`src/rtl/core/scs_pkg.sv`:
```
// Shared types and constants for the horizontal seam finder.
`default_nettype none
package scs_pkg;
	localparam int MAX_WIDTH  = 64;
	localparam int MAX_HEIGHT = 64;
	localparam int COL_W      = 6;
	localparam int ROW_W      = 6;
	localparam int DIM_W      = 7;
	localparam int ADDR_W     = COL_W + ROW_W;
	localparam int DEPTH      = MAX_WIDTH * MAX_HEIGHT;
	localparam int PIX_W      = 24;
	localparam int COST_W     = 25;

	localparam logic [0:0] REG_WIDTH  = 1'b0;
	localparam logic [0:0] REG_HEIGHT = 1'b1;

	// datapath operation selected by the controller
	typedef enum logic [2:0] {
		OP_NONE  = 3'd0,
		OP_LOAD  = 3'd1,
		OP_EN    = 3'd2,
		OP_DP    = 3'd3,
		OP_START = 3'd4,
		OP_TRACE = 3'd5
	} op_t;

	typedef struct packed {
		op_t              op;
		logic [2:0]       phase;
		logic [ROW_W-1:0] row;
		logic [COL_W-1:0] col;
	} cmd_t;

	typedef struct packed {
		logic [ROW_W-1:0] seam_row;
	} sts_t;

	function automatic logic [ADDR_W-1:0] addr(input logic [ROW_W-1:0] r,
		input logic [COL_W-1:0] c);
		addr = {r, c};
	endfunction

	function automatic logic [16:0] sqd(input logic [7:0] a, input logic [7:0] b);
		logic [15:0] d;
		d = {8'd0, (a > b) ? a - b : b - a};
		sqd = {1'b0, d * d};
	endfunction
endpackage
`default_nettype wire

```
`src/rtl/core/scs_ctrl.sv`:
```
// Controller: sequences load, energy, path-cost, start search, traceback and output.
`default_nettype none
module scs_ctrl (
	input  wire logic                       clk,
	input  wire logic                       arst_n,
	input  wire logic                       cfg_valid,
	input  wire logic [0:0]                 cfg_index,
	input  wire logic [scs_pkg::DIM_W-1:0]  cfg_data,
	input  wire logic                       s_tvalid,
	output logic                            s_tready,
	output logic                            m_tvalid,
	input  wire logic                       m_tready,
	output logic [scs_pkg::COL_W-1:0]       out_col,
	output logic                            out_last,
	output logic [scs_pkg::ROW_W-1:0]       hm1,
	output logic [scs_pkg::COL_W-1:0]       wm1,
	output scs_pkg::cmd_t                   cmd
);
	import scs_pkg::*;

	typedef enum logic [5:0] {
		S_LOAD  = 6'b000001,
		S_EN    = 6'b000010,
		S_DP    = 6'b000100,
		S_START = 6'b001000,
		S_TRACE = 6'b010000,
		S_OUT   = 6'b100000
	} state_t;

	state_t           state_q;
	logic [DIM_W-1:0] w_q, h_q;
	logic [ROW_W-1:0] row_q;
	logic [COL_W-1:0] col_q;
	logic [2:0]       ph_q;

	function automatic logic [5:0] eff(input logic [DIM_W-1:0] v);
		if (v < 7'd2) eff = 6'd1;
		else if (v > 7'd64) eff = 6'd63;
		else eff = 6'(v - 1'b1);
	endfunction

	assign wm1 = eff(w_q);
	assign hm1 = eff(h_q);
	assign s_tready = state_q == S_LOAD;
	assign m_tvalid = state_q == S_OUT;
	assign out_col  = col_q;
	assign out_last = col_q == wm1;

	always_comb begin
		cmd.row = row_q;
		cmd.col = col_q;
		cmd.phase = ph_q;
		case (state_q)
			S_LOAD:  cmd.op = (s_tvalid) ? OP_LOAD : OP_NONE;
			S_EN:    cmd.op = OP_EN;
			S_DP:    cmd.op = OP_DP;
			S_START: cmd.op = OP_START;
			S_TRACE: cmd.op = OP_TRACE;
			default: cmd.op = OP_NONE;
		endcase
	end

	always_ff @(posedge clk or negedge arst_n) begin
		if (!arst_n) begin
			state_q <= S_LOAD;
			w_q <= 7'd64;
			h_q <= 7'd64;
			row_q <= '0;
			col_q <= '0;
			ph_q <= '0;
		end else begin
			case (state_q)
				S_LOAD: begin
					if (cfg_valid) begin
						if (cfg_index == REG_WIDTH) w_q <= cfg_data;
						else h_q <= cfg_data;
						row_q <= '0;
						col_q <= '0;
					end else if (s_tvalid) begin
						if (col_q != wm1) col_q <= col_q + 1'b1;
						else begin
							col_q <= '0;
							if (row_q != hm1) row_q <= row_q + 1'b1;
							else begin
								row_q <= '0;
								state_q <= S_EN;
								ph_q <= '0;
							end
						end
					end
				end
				S_EN: begin
					if (ph_q != 3'd4) ph_q <= ph_q + 1'b1;
					else begin
						ph_q <= '0;
						if (col_q != wm1) col_q <= col_q + 1'b1;
						else begin
							col_q <= '0;
							if (row_q != hm1) row_q <= row_q + 1'b1;
							else begin
								row_q <= '0;
								col_q <= wm1 - 1'b1;
								state_q <= S_DP;
							end
						end
					end
				end
				S_DP: begin
					if (ph_q != 3'd4) ph_q <= ph_q + 1'b1;
					else begin
						ph_q <= '0;
						if (row_q != hm1) row_q <= row_q + 1'b1;
						else begin
							row_q <= '0;
							if (col_q != '0) col_q <= col_q - 1'b1;
							else state_q <= S_START;
						end
					end
				end
				S_START: begin
					// phase 0 primes, then one row per cycle with read latency
					if (ph_q == 3'd0) begin
						ph_q <= 3'd1;
						row_q <= row_q + 1'b1;
					end else if (ph_q == 3'd1) begin
						ph_q <= 3'd2;
						row_q <= row_q + 1'b1;
					end else if (row_q == hm1 + 6'd1 || (row_q == '0)) begin
						ph_q <= '0;
						row_q <= '0;
						col_q <= '0;
						state_q <= S_OUT;
					end else begin
						row_q <= row_q + 1'b1;
					end
				end
				S_TRACE: begin
					if (ph_q != 3'd4) ph_q <= ph_q + 1'b1;
					else begin
						ph_q <= '0;
						state_q <= S_OUT;
					end
				end
				S_OUT: begin
					if (m_tready) begin
						if (col_q == wm1) begin
							col_q <= '0;
							state_q <= S_LOAD;
						end else begin
							col_q <= col_q + 1'b1;
							state_q <= S_TRACE;
						end
					end
				end
				default: state_q <= S_LOAD;
			endcase
		end
	end
endmodule
`default_nettype wire

```
`config.mk`:
```
export PLATFORM = sky130hd
export DESIGN_NAME = scs_ctrl
export DESIGN_NICKNAME = d
export VERILOG_FILES = /design/src/rtl/core/scs_pkg.sv /design/src/rtl/core/scs_ctrl.sv
export SDC_FILE = /design/constraint.sdc
export NUM_CORES = 1
export LEC_CHECK = 0
export BUFFER_PORTS_ARGS = -buffer_cell sky130_fd_sc_hd__clkbuf_2
export CAP_MARGIN = 10
export CORE_ASPECT_RATIO = 0.8
export CORE_MARGIN = 1
export CORE_UTILIZATION = 41
export CTS_CLUSTER_DIAMETER = 60
export CTS_CLUSTER_SIZE = 40
export DETAILED_ROUTE_END_ITERATION = 8
export GPL_TIMING_DRIVEN = 1
export PLACE_DENSITY = 0.66
export SETUP_SLACK_MARGIN = 0.02
export SLEW_MARGIN = 10
export SYNTH_ARGS = -nofsm -noshare
export SYNTH_HDL_FRONTEND = slang
export SYNTH_SLANG_ARGS = --single-unit
```
`constraint.sdc`:
```
create_clock -name clk -period 3.5 [get_ports clk]
set_clock_uncertainty 0.15 [all_clocks]
set_input_delay 0 -clock clk [delete_from_list [all_inputs] [get_ports clk]]
set_output_delay 0 -clock clk [all_outputs]
set_load 0.01 [all_outputs]
```
## After elaboration in Yosys (flattened, before gate mapping)

Index checks and enable logic that the tools add are counted.

- Word-level logic and storage cells: 120
- Flip-flop bits (word level): 35
- Input bits: 13

- Reduce and logical (&&, ||, !) cells: 14
- Eq/ne operators: 30
- Bitwise gates (word level): 1
- Add/sub/neg operators: 8
- Muxes and demuxes: 57
- Order comparisons: 4

Operators with widths:

| cell | count |
|---|---|
| $mux W6 | 42 |
| $pmux W6 S6 | 1 |
| $ne A2 B2 Y1 const B | 15 |
| $pmux W6 S5 | 1 |
| $mux W3 | 8 |
| $pmux W6 S4 | 1 |
| $sub A6 B1 Y6 const B | 4 |
| $add A6 B1 Y6 const B | 3 |
| $pmux W3 S5 | 1 |
| $reduce_and A15 Y1 | 1 |
| $gt A7 B7 Y1 const B | 2 |
| $lt A7 B2 Y1 const B | 2 |
| $eq A6 B6 Y1 | 2 |
| $ne A6 B6 Y1 | 2 |
| $reduce_and A10 Y1 | 1 |
| $pmux W3 S3 | 1 |
| $eq A6 B1 Y1 const B | 1 |
| $eq A6 B2 Y1 const B | 1 |
| $eq A6 B3 Y1 const B | 1 |
| $eq A6 B4 Y1 const B | 1 |
| $eq A6 B5 Y1 const B | 1 |
| $eq A6 B6 Y1 const B | 1 |
| $logic_not A6 Y1 | 1 |
| $ne A3 B3 Y1 const B | 2 |
| other kinds (17) | 18 |

## Logic depth before layout (Yosys ltp)

Gate-level depths: netlist of the first run.

- Depth in word-level cells: 10
- Gate-level depth with buffers: 13
- Mapped depth without buffers: 11

## Worst setup path after synthesis of the first run

OpenSTA, ideal clock, no wires.

- Path kind: register -> register
- From: register h_q[0]
- To: register state_q[1]
- Setup slack: -85 ps
- Arrival time: 3311 ps
- Cell stages (with the launch flop): 14
- Setup time: 125 ps
- Buffers on the path: 3
- Clock period less this slack: 3585 ps
- Data required time: 3225 ps
- Path through: dfrtp_1 -> buf_2 -> inv_1 -> ha_1 -> buf_6 -> or3b_1 -> a22o_1 -> or3_1 -> and2_4 -> xor2_1 -> o41a_1 -> buf_6 -> nor4b_4 -> mux2_2

- Word-level cells in the longest chain between the ends: 8
- Elaborated cells between the ends (all ways): 14
- Those cells by class: add/sub: 2; order compare: 2; eq/ne: 6; mux: 2; reduce/logical: 2

Ends and longest elaborated chain:

| what | line | source |
|---|---|---|
| start, declared | scs_ctrl.sv:31 | `logic [DIM_W-1:0] w_q, h_q;` |
| start signal, assigned | scs_ctrl.sv:76 | `else h_q <= cfg_data;` |
| $sub A6 B1 Y6 / $gt A7 B7 Y1 (equally long branches) | scs_ctrl.sv:39, scs_ctrl.sv:38 |  |
| $mux W6 | scs_ctrl.sv:38 | `else if (v > 7'd64) eff = 6'd63;` |
| $mux W6 * | scs_ctrl.sv:37 | `if (v < 7'd2) eff = 6'd1;` |
| $add A6 B1 Y6 | scs_ctrl.sv:128 | `end else if (row_q == hm1 + 6'd1 \|\| (row_q == '0)) begin` |
| $eq A6 B6 Y1 | scs_ctrl.sv:128 |  |
| $logic_or A1 B1 Y1 | scs_ctrl.sv:128 |  |
| $ne A2 B2 Y1 (no source line) | n/a |  |
| $reduce_and A15 Y1 (no source line) * | n/a |  |
| end signal, assigned | scs_ctrl.sv:132 | `state_q <= S_OUT;` |
| end signal, assigned | scs_ctrl.sv:141 | `state_q <= S_OUT;` |
| end signal, assigned | scs_ctrl.sv:148 | `state_q <= S_LOAD;` |
| end, declared | scs_ctrl.sv:30 | `state_t state_q;` |

Every way passes the cells marked *; elsewhere a longest branch is shown, timed or not.
A chain may end at the register's enable or synchronous reset.

## Worst setup path in the final report of the first run

- From: register h_q[0]
- To: register state_q[2]

Same word-level chain as after synthesis.

==> flow_metrics.tcl, run 1 <==
set metrics [dict create \
    htreeDepth 2 \
    cp.arrival_ns 3.49 \
    gp_congestion 0.915 \
    hold_path_class "input port to flop" \
    stdcell_count 624 \
    finalSetupViolations 0 \
    core_area_sq_um 8600 \
    clk_pin_slew_ns 0.08 \
    avgRoutedWirePerCell_um 16.8 \
    die_y_um 86.9 \
    use_met1_pct 32.8 \
    rrSetupSlack_ns 0.04 \
    async_flop_share_pct 100 \
    cts_made_buffers 5 \
    drive_gt1_share_pct 29.9 \
    cts_root_buffer "clkbuf_8" \
    grt_use_total_pct 22.3 \
    irDropWorstVdd_v 0.000404 \
    grt.overflow.total 0 \
    firstDrtPassIters 5 \
    max-cap-violations 0 \
    antenna_cells 0 \
    yosysSeqAreaShare_pct 23.8 \
    power.density_nw_per_um2 969 \
    syn-instance-count 448 \
    rr_startpoint "h_q[0]" \
    synth_area_sq_um 3690 \
    final_common_cell "clkbuf_2" \
    path_class "flop to flop" \
    busiest_layer "met2" \
    rsz0062_at_grt "yes" \
    tritoncts "built" \
    nNetsFinal 536 \
    io_pins 52 \
    fin_crit_sh_pct 98.8 \
    grtUsageMet2_pct 33.9 \
    dpl.cell_count 603 \
    ys_seq_elements 35 \
    worst_setup_path_end_kind "flop" \
    num_vias 3764 \
    antenna_left 0 \
    dp_hpwl_um 7800 \
    ys_warn_count 0 \
    antenna_found_initial 0 \
    die_w_um 108 \
    hold_viol 0 \
    avgViaCountPerCell 6.03 \
    intPower_mw 2.14 \
    wl_um 10500 \
    total_power_mw 4.24 \
    drcViolationCount 0 \
    path_cells "inv_4 > ha_4 > or3b_1 > a22o_1 > or3_4 > and2_4 > xor2_1 > o41a_1 > nor4b_4 > mux2_4" \
    synth_edf_count 0 \
    r2r_cells 10 \
    clock_latency_ns 0.29 \
    syn_nets 473 \
    swShare_pct 49.5 \
    fin_crit_ns 3.46 \
    place_area_sq_um 4050 \
    path_max_fanout 4 \
    clock_sinks 35 \
    grt_max_degree 36 \
    required_ns 3.53 \
    cts_max_path_buffers 2 \
    synth_cell_types 80 \
    relSlewSlack_pct 38.2 \
    design_area_sq_um 4380 \
    grt_use_met3_pct 4.26 \
    r2r_end "state_q[2]" \
    start_util_pct 43.0 \
    slowest_delay_ns 0.48 \
    slowest_stage "o41a_1" \
    placement.io_buffers 51 \
    p_switching_mw 2.10 \
    worst_slew_pin_slew_ns 0.928 \
    fin_util_pct 50.9 \
    grt_pass1_vias 3294 \
    hold_ws_ns 0.139 \
    critPathCapture "state_q[2]" \
    finalMaxSlewViolations 0 \
    synthFlopType "dfrtp_1" \
    worstHoldStart "cfg_valid" \
    pwr-share-comb_pct 69.1 \
    p_seq_share_pct 20.4 \
    fmax_mhz 289 \
    critPathLaunch "h_q[0]" \
    grt_pass1_wl_um 16500 \
    area_growth_pct 18.5 \
    avgSynthCellArea_sq_um 8.25 \
    floorplan.die_area_sq_um 9400 \
    final_cell_mix "51 x clkbuf_2, 39 x nor2_1, 32 x dfrtp_1" \
    rows 30 \
    cp-start-kind "flop" \
    status "finished, final reports clean" \
    p_clk_share_pct 10.5 \
    detail_route.iter0.violations 292 \
    leakage_nw 1.86 \
]
cells in the mapped netlist (all sizes together), types with 13 or more instances:
cell type	number	area [sq um]
o21ai	18	90.1
nand2	31	119
inv	27	101
nor3	16	118
a21oi	23	115
nand3	14	70.1
or3	13	87.6
dfrtp	32	801
nor2	40	150
clkbuf	19	123
mux2	21	236
buf	17	148
state kept, by name, summed over array words and instances (netlist names):
| register | flops |
|---|---|
| h_q | 7 |
| w_q | 7 |
| out_col | 6 |
| row_q | 6 |
| state_q | 6 |
| ph_q | 3 |
layer usage:
metal  share of wire [%]  wire length, um
met1                  49             5120
met2                  44             4600
met3                 6.5              687
met4                0.72               76
met5                   0                0
cell families (layout without fill, tap and decap cells):
kind of cell / count (synthesis) / count (layout) / synth area share (%)
fa+ha+maj: 12 / 12 / 4.06
buf+inv: 65 / 129 / 10.3
simple gates: 170 / 170 / 26.1
compound gates: 123 / 123 / 24.0
flops: 35 / 35 / 23.8
xor+xnor: 20 / 20 / 4.74
mux: 23 / 23 / 6.94
cell type report:
cell class | count | area [sq um]
clock buffer | 5 | 68.8
clock inverter | 3 | 67.6
fill | 798 | 4220
inverter | 29 | 111
multi-input combinational | 348 | 2520
sequential | 35 | 880
tap | 112 | 140
timing repair buffer | 92 | 592
power groups by stage:
| stage | combinational (mW) | sequential (mW) | clock, mW |
|---|---|---|---|
| 4_1_cts | 2.80 | 0.853 | 0.452 |
| 5_1_grt | 3.21 | 0.897 | 0.468 |
| 3_5_place_dp | 2.77 | 0.860 | 0 |
| 6_report | 2.93 | 0.864 | 0.446 |
| 2_1_floorplan | 2.22 | 0.736 | 0 |
| 3_3_place_gp | 2.74 | 0.853 | 0 |
timing repair:
| action | CTS | global route |
|---|---|---|
| setup buffers | 0 | 3 |
| hold endpoints to repair | 48 | 0 |
| hold buffers | 10 | 0 |
| endpoints found under the setup margin | 0 | 15 |
| resized for setup | 0 | 19 |
worst max-delay path, delay by kind of cell, from the launching register on:
family	cells	cell delay, ns
adders and majority gates	1	0.13
xor gates and xnor gates	1	0.17
muxes	1	0.34
buffers and inverters	1	0.08
and+or+nand+nor	4	1.32
DFF	1	0.43
AOI/OAI and AO/OA	2	0.72
how the worst min path moves through the flow:
| stage | end | slack (ns) | cells after the start |
|---|---|---|---|
| 3_3_place_gp | w_q[2] | 0.03 | 1 |
| 5_1_grt | state_q[0] | 0.20 | 4 |
| 6_report | state_q[0] | 0.14 | 4 |
| 3_5_place_dp | out_col[3] | 0.04 | 1 |
| 4_1_cts | state_q[0] | 0.12 | 4 |
| 2_1_floorplan | h_q[0] | -0.45 | 0 |
per-stage QoR:
stage | setup TNS, ns | setup WS (ns)
5_1_grt | -0.232 | -0.0578
3_3_place_gp | 0 | 0.0873
2_1_floorplan | -0.0425 | -0.0142
4_1_cts | 0 | 0.0491
6_report | 0 | 0.0425
3_5_place_dp | 0 | 0.0797
Power figures use the tool's default switching activity.
==> run 2: changes to the inputs <==
- REMOVE_ABC_BUFFERS: not set -> 1
==> flow_metrics.tcl, run 2 (synthesis results as in run 1) <==
set metrics [dict create \
    status "finished, final reports clean" \
    irDropWorstVdd_v 0.000483 \
    gp_congestion 0.891 \
    avgRoutedWirePerCell_um 16.9 \
    drcViolationCount 0 \
    cp-start-kind "flop" \
    fin_crit_sh_pct 98.1 \
    fin_crit_ns 3.43 \
    grt_use_total_pct 22.8 \
    drive_gt1_share_pct 30.4 \
    start_util_pct 43.0 \
    max-cap-violations 0 \
    cp.arrival_ns 3.47 \
    path_class "flop to flop" \
    cts_max_path_buffers 2 \
    fillers 833 \
    power.density_nw_per_um2 981 \
    final_common_cell "clkbuf_2" \
    core_area_sq_um 8600 \
    fmax_mhz 291 \
    num_vias 3745 \
    hold_path_class "input port to flop" \
    antenna_left 0 \
    relSlewSlack_pct 39.5 \
    antenna_cells 0 \
    dpl.cell_count 607 \
    firstDrtPassIters 5 \
    floorplan.die_area_sq_um 9400 \
    hold_viol 0 \
    cts_made_buffers 5 \
    nNetsFinal 541 \
    rows 30 \
    die_y_um 86.9 \
    reg_top3 "h_q: 7 flops, w_q: 7 flops" \
    grt_pass1_wl_um 16900 \
    detail_route.iter0.violations 266 \
    clock_sinks 35 \
    clock_latency_ns 0.29 \
    die_w_um 108 \
    leakage_nw 1.88 \
    worst_slew_pin_slew_ns 0.907 \
    stdcell_count 629 \
    grt_max_degree 36 \
    dp_hpwl_um 7870 \
    clk_pin_slew_ns 0.07 \
    wl_um 10700 \
    io_pins 52 \
    worst_setup_path_end_kind "flop" \
    htreeDepth 2 \
    path_max_fanout 4 \
    avgViaCountPerCell 5.95 \
    cts_root_buffer "clkbuf_8" \
    final_cell_mix "51 x clkbuf_2, 39 x nor2_1, 37 x buf_4" \
    tritoncts "built" \
    finalSetupViolations 0 \
    finalMaxSlewViolations 0 \
    placement.io_buffers 51 \
    required_ns 3.53 \
    grt_pass1_vias 3369 \
    total_power_mw 4.30 \
    antenna_found_initial 0 \
    grt.overflow.total 0 \
    rsz0062_at_grt "yes" \
    area_growth_pct 18.8 \
]
## run 2: cell types whose count changed in the layout (fill, tap and decap cells not counted), sizes merged
cell	before	now
clkinvlp	1	0
bufinv	2	1
clkinv	2	3
clkbuf	56	57
buf	31	37
dlygate4sd3	10	9
## run 2: worst max-delay path: stages (launching register included)
cell,delay (ns)
dfrtp_1,0.40
inv_2,0.08
ha_4,0.13
or3b_1,0.35
a22o_1,0.26
or3_4,0.35
and2_4,0.17
xor2_2,0.17
o41a_1,0.49
nor4b_4,0.28
buf_4,0.19
mux2_4,0.30
## run 2: path summary, 6_finish.rpt
check	cells past startpoint	endpoint	slack, ns	start
setup reg to reg	11	state_q[2]	0.07	h_q[0]
setup / recovery	11	state_q[2]	0.07	h_q[0]
max in group asynchronous	2	row_q[4]	2.42	arst_n
min in group asynchronous	2	w_q[4]	0.22	arst_n
hold / removal	5	state_q[0]	0.1	s_tvalid
hold reg to reg	1	ph_q[0]	0.49	ph_q[0]
## run 2: per-stage QoR
| stage | setup WS [ns] | util, % | setup TNS, ns | cell area (sq um) | hold WS, ns |
|---|---|---|---|---|---|
| 3_3_place_gp | 0.167 | 47.2 | 0 | 4060 | 0.0112 |
| 4_1_cts | 0.0579 | 49.7 | 0 | 4270 | 0.0784 |
| 3_5_place_dp | 0.0682 | 47.2 | 0 | 4060 | 0.0371 |
| 2_1_floorplan | -0.153 | - | -0.612 | 3420 | -0.446 |
| 5_1_grt | -0.0443 | 51.0 | -0.155 | 4390 | 0.113 |
| 6_report | 0.0653 | 51.0 | 0 | 4390 | 0.0974 |
## run 2: layer usage
layer  vias up  track usage (%)  wire (um)
met5         -                0          0
met4         0             4.36         62
met3         8             2.99        714
met2       166             35.8       4880
met1      1779             33.6       5000
li1       1792                -          -
## run 2: what timing repair did
action,4_1_cts,5_1_grt
endpoints found under the setup margin,0,12
hold endpoints to repair,47,0
setup buffers,0,5
gates resized for setup,0,21
hold buffers,9,0
## run 2: where the power goes
| group | internal (mW) | switching [mW] | leakage (nW) |
|---|---|---|---|
| sequential | 0.570 | 0.262 | 0.443 |
| combinational | 1.36 | 1.72 | 1.38 |
| clock | 0.231 | 0.157 | 0.0612 |
## run 2: layout make-up
class | instances | area, sq um | area share, %
timing repair buffer | 97 | 623 | 14.2
clock buffer | 6 | 82.6 | 1.88
clock inverter | 2 | 35.0 | 0.798
sequential | 35 | 880 | 20.0
inverter | 29 | 109 | 2.48
tap | 112 | 140 | 3.19
multi-input combinational | 348 | 2520 | 57.4
==> run 3: changes to the inputs <==
- PLACE_DENSITY: 0.66 -> 0.63
- clock period: 3.5 -> 4.1 ns (I/O delays scaled with it)
==> flow_metrics.tcl, run 3 (synthesis results as in run 1) <==
set metrics [dict create \
    worst_setup_path_end_kind "flop" \
    r2r_end "state_q[2]" \
    status "complete, but fails checks" \
    path_cells "inv_1 > ha_1 > or3b_1 > a22o_1 > or3_1 > and2_4 > xor2_1 > o41a_1 > nor4b_4 > mux2_2" \
    cts_root_buffer "clkbuf_8" \
    cp.arrival_ns 3.91 \
    critPathCapture "state_q[2]" \
    detail_route.iter0.violations 310 \
    drive_gt1_share_pct 23.5 \
    die_w_um 108 \
    final_common_cell "clkbuf_2" \
    floorplan.die_area_sq_um 9400 \
    start_util_pct 43.0 \
    cp-start-kind "flop" \
    relSlewSlack_pct 38.5 \
    cp.depth 10 \
    tritoncts "built" \
    reg_top3 "h_q: 7 flops, w_q: 7 flops" \
    num_vias 3589 \
    grtUsageMet2_pct 32.7 \
    area_growth_pct 10.5 \
    core_area_sq_um 8600 \
    grt_pass1_wl_um 16100 \
    busiest_layer "met2" \
    finalMaxSlewViolations 0 \
    cts-hold-fix-buffers 9 \
    io_pins 52 \
    nNetsFinal 509 \
    firstDrtPassIters 5 \
    grt_max_degree 36 \
    post-route-worst-setup-slack_ns 0.214 \
    clk_pin_slew_ns 0.08 \
    post_cts_buffers 0 \
    rr_startpoint "h_q[1]" \
    rows 30 \
    worst_slew_pin_slew_ns 0.923 \
    fin_crit_ns 3.89 \
    cts_max_path_buffers 2 \
    path_max_fanout 10 \
    clock_sinks 35 \
    hold_ws_ns -0.00586 \
    antenna_cells 0 \
    power.density_nw_per_um2 826 \
    finalSetupViolations 0 \
    grt_use_total_pct 21.4 \
    placement.io_buffers 51 \
    required_ns 4.12 \
    fillers 847 \
    cts_made_buffers 5 \
    grt_pass1_vias 3140 \
    cts_resized 0 \
    grt_use_met3_pct 3.29 \
    path_class "flop to flop" \
    final_cell_mix "51 x clkbuf_2, 40 x nor2_1, 32 x dfrtp_1" \
    irDropWorstVdd_v 0.000317 \
    slowest_stage "o41a_1" \
    critPathLaunch "h_q[1]" \
    max-cap-violations 0 \
    dp_hpwl_um 7320 \
    rrSetupSlack_ns 0.21 \
    leakage_nw 1.70 \
    fin_crit_sh_pct 94.8 \
    setup_tns_ns 0 \
    path_buf_inv 1 \
    r2r_cells 10 \
    crit_family "simple AND/OR/NAND/NOR gates" \
    place_area_sq_um 3860 \
    hold_viol 1 \
    violations "negative hold slack" \
    gp_congestion 0.913 \
    drcViolationCount 0 \
    die_y_um 86.9 \
    fin_util_pct 47.5 \
    hold_path_class "input port to flop" \
    wl_um 9830 \
    place_ws_ns 0.292 \
    total_power_mw 3.37 \
    clock_latency_ns 0.29 \
    design_area_sq_um 4080 \
    fmax_mhz 257 \
    use_met1_pct 32.1 \
    rsz0062_at_grt "no" \
    antenna_found_initial 0 \
    antenna_left 0 \
    grt.overflow.total 0 \
    avgRoutedWirePerCell_um 16.5 \
    htreeDepth 2 \
    slowest_delay_ns 0.57 \
    avgViaCountPerCell 6.01 \
]
[run 3: cell type report]
cell class / count / area, sq um / area share [%]
multi-input combinational: 348 / 2440 / 59.7
inverter: 29 / 109 / 2.67
timing repair buffer: 65 / 383 / 9.37
clock buffer: 5 / 68.8 / 1.69
sequential: 35 / 880 / 21.5
clock inverter: 3 / 67.6 / 1.65
tap: 112 / 140 / 3.43
[run 3: worst reg2reg max path: cells and delay by family (launching register included)]
kind / cells / cell delay (ns)
DFF: 1 / 0.46
buffers and inverters: 1 / 0.08
and+or+nand+nor: 4 / 1.33
muxes: 1 / 0.38
xor gates and xnor gates: 1 / 0.18
adders and majority gates: 1 / 0.37
AOI/OAI and AO/OA: 2 / 0.81
[run 3: worst min path at each step]
stage,from,endpoint,slack (ns),depth (start not counted)
4_1_cts,s_tvalid,state_q[0],0.002,4
5_1_grt,s_tvalid,state_q[0],0.03,4
3_5_place_dp,arst_n,state_q[2],0.03,1
2_1_floorplan,arst_n,h_q[0],-0.45,0
6_report,s_tvalid,state_q[0],-0.006,4
3_3_place_gp,arst_n,ph_q[0],0.02,1
[run 3: per-layer routing]
layer | part of all wire [%] | routed length (um) | vias to the layer above
li1 | - | - | 1736
met1 | 49 | 4770 | 1690
met2 | 43 | 4260 | 155
met3 | 7.5 | 736 | 8
met4 | 0.52 | 51 | 0
met5 | 0 | 0 | -
[run 3: report_power, final]
part	internal [mW]	switching, mW
clock network	0.243	0.136
registers	0.485	0.338
logic	0.932	1.24
[run 3: per-stage QoR]
step                      hold WS (ns)  std cells
after floorplan                 -0.446        412
after global placement          0.0231        580
after detailed placement        0.0275        580
after CTS                      0.00165        597
after global routing            0.0346        597
final                         -0.00586        597
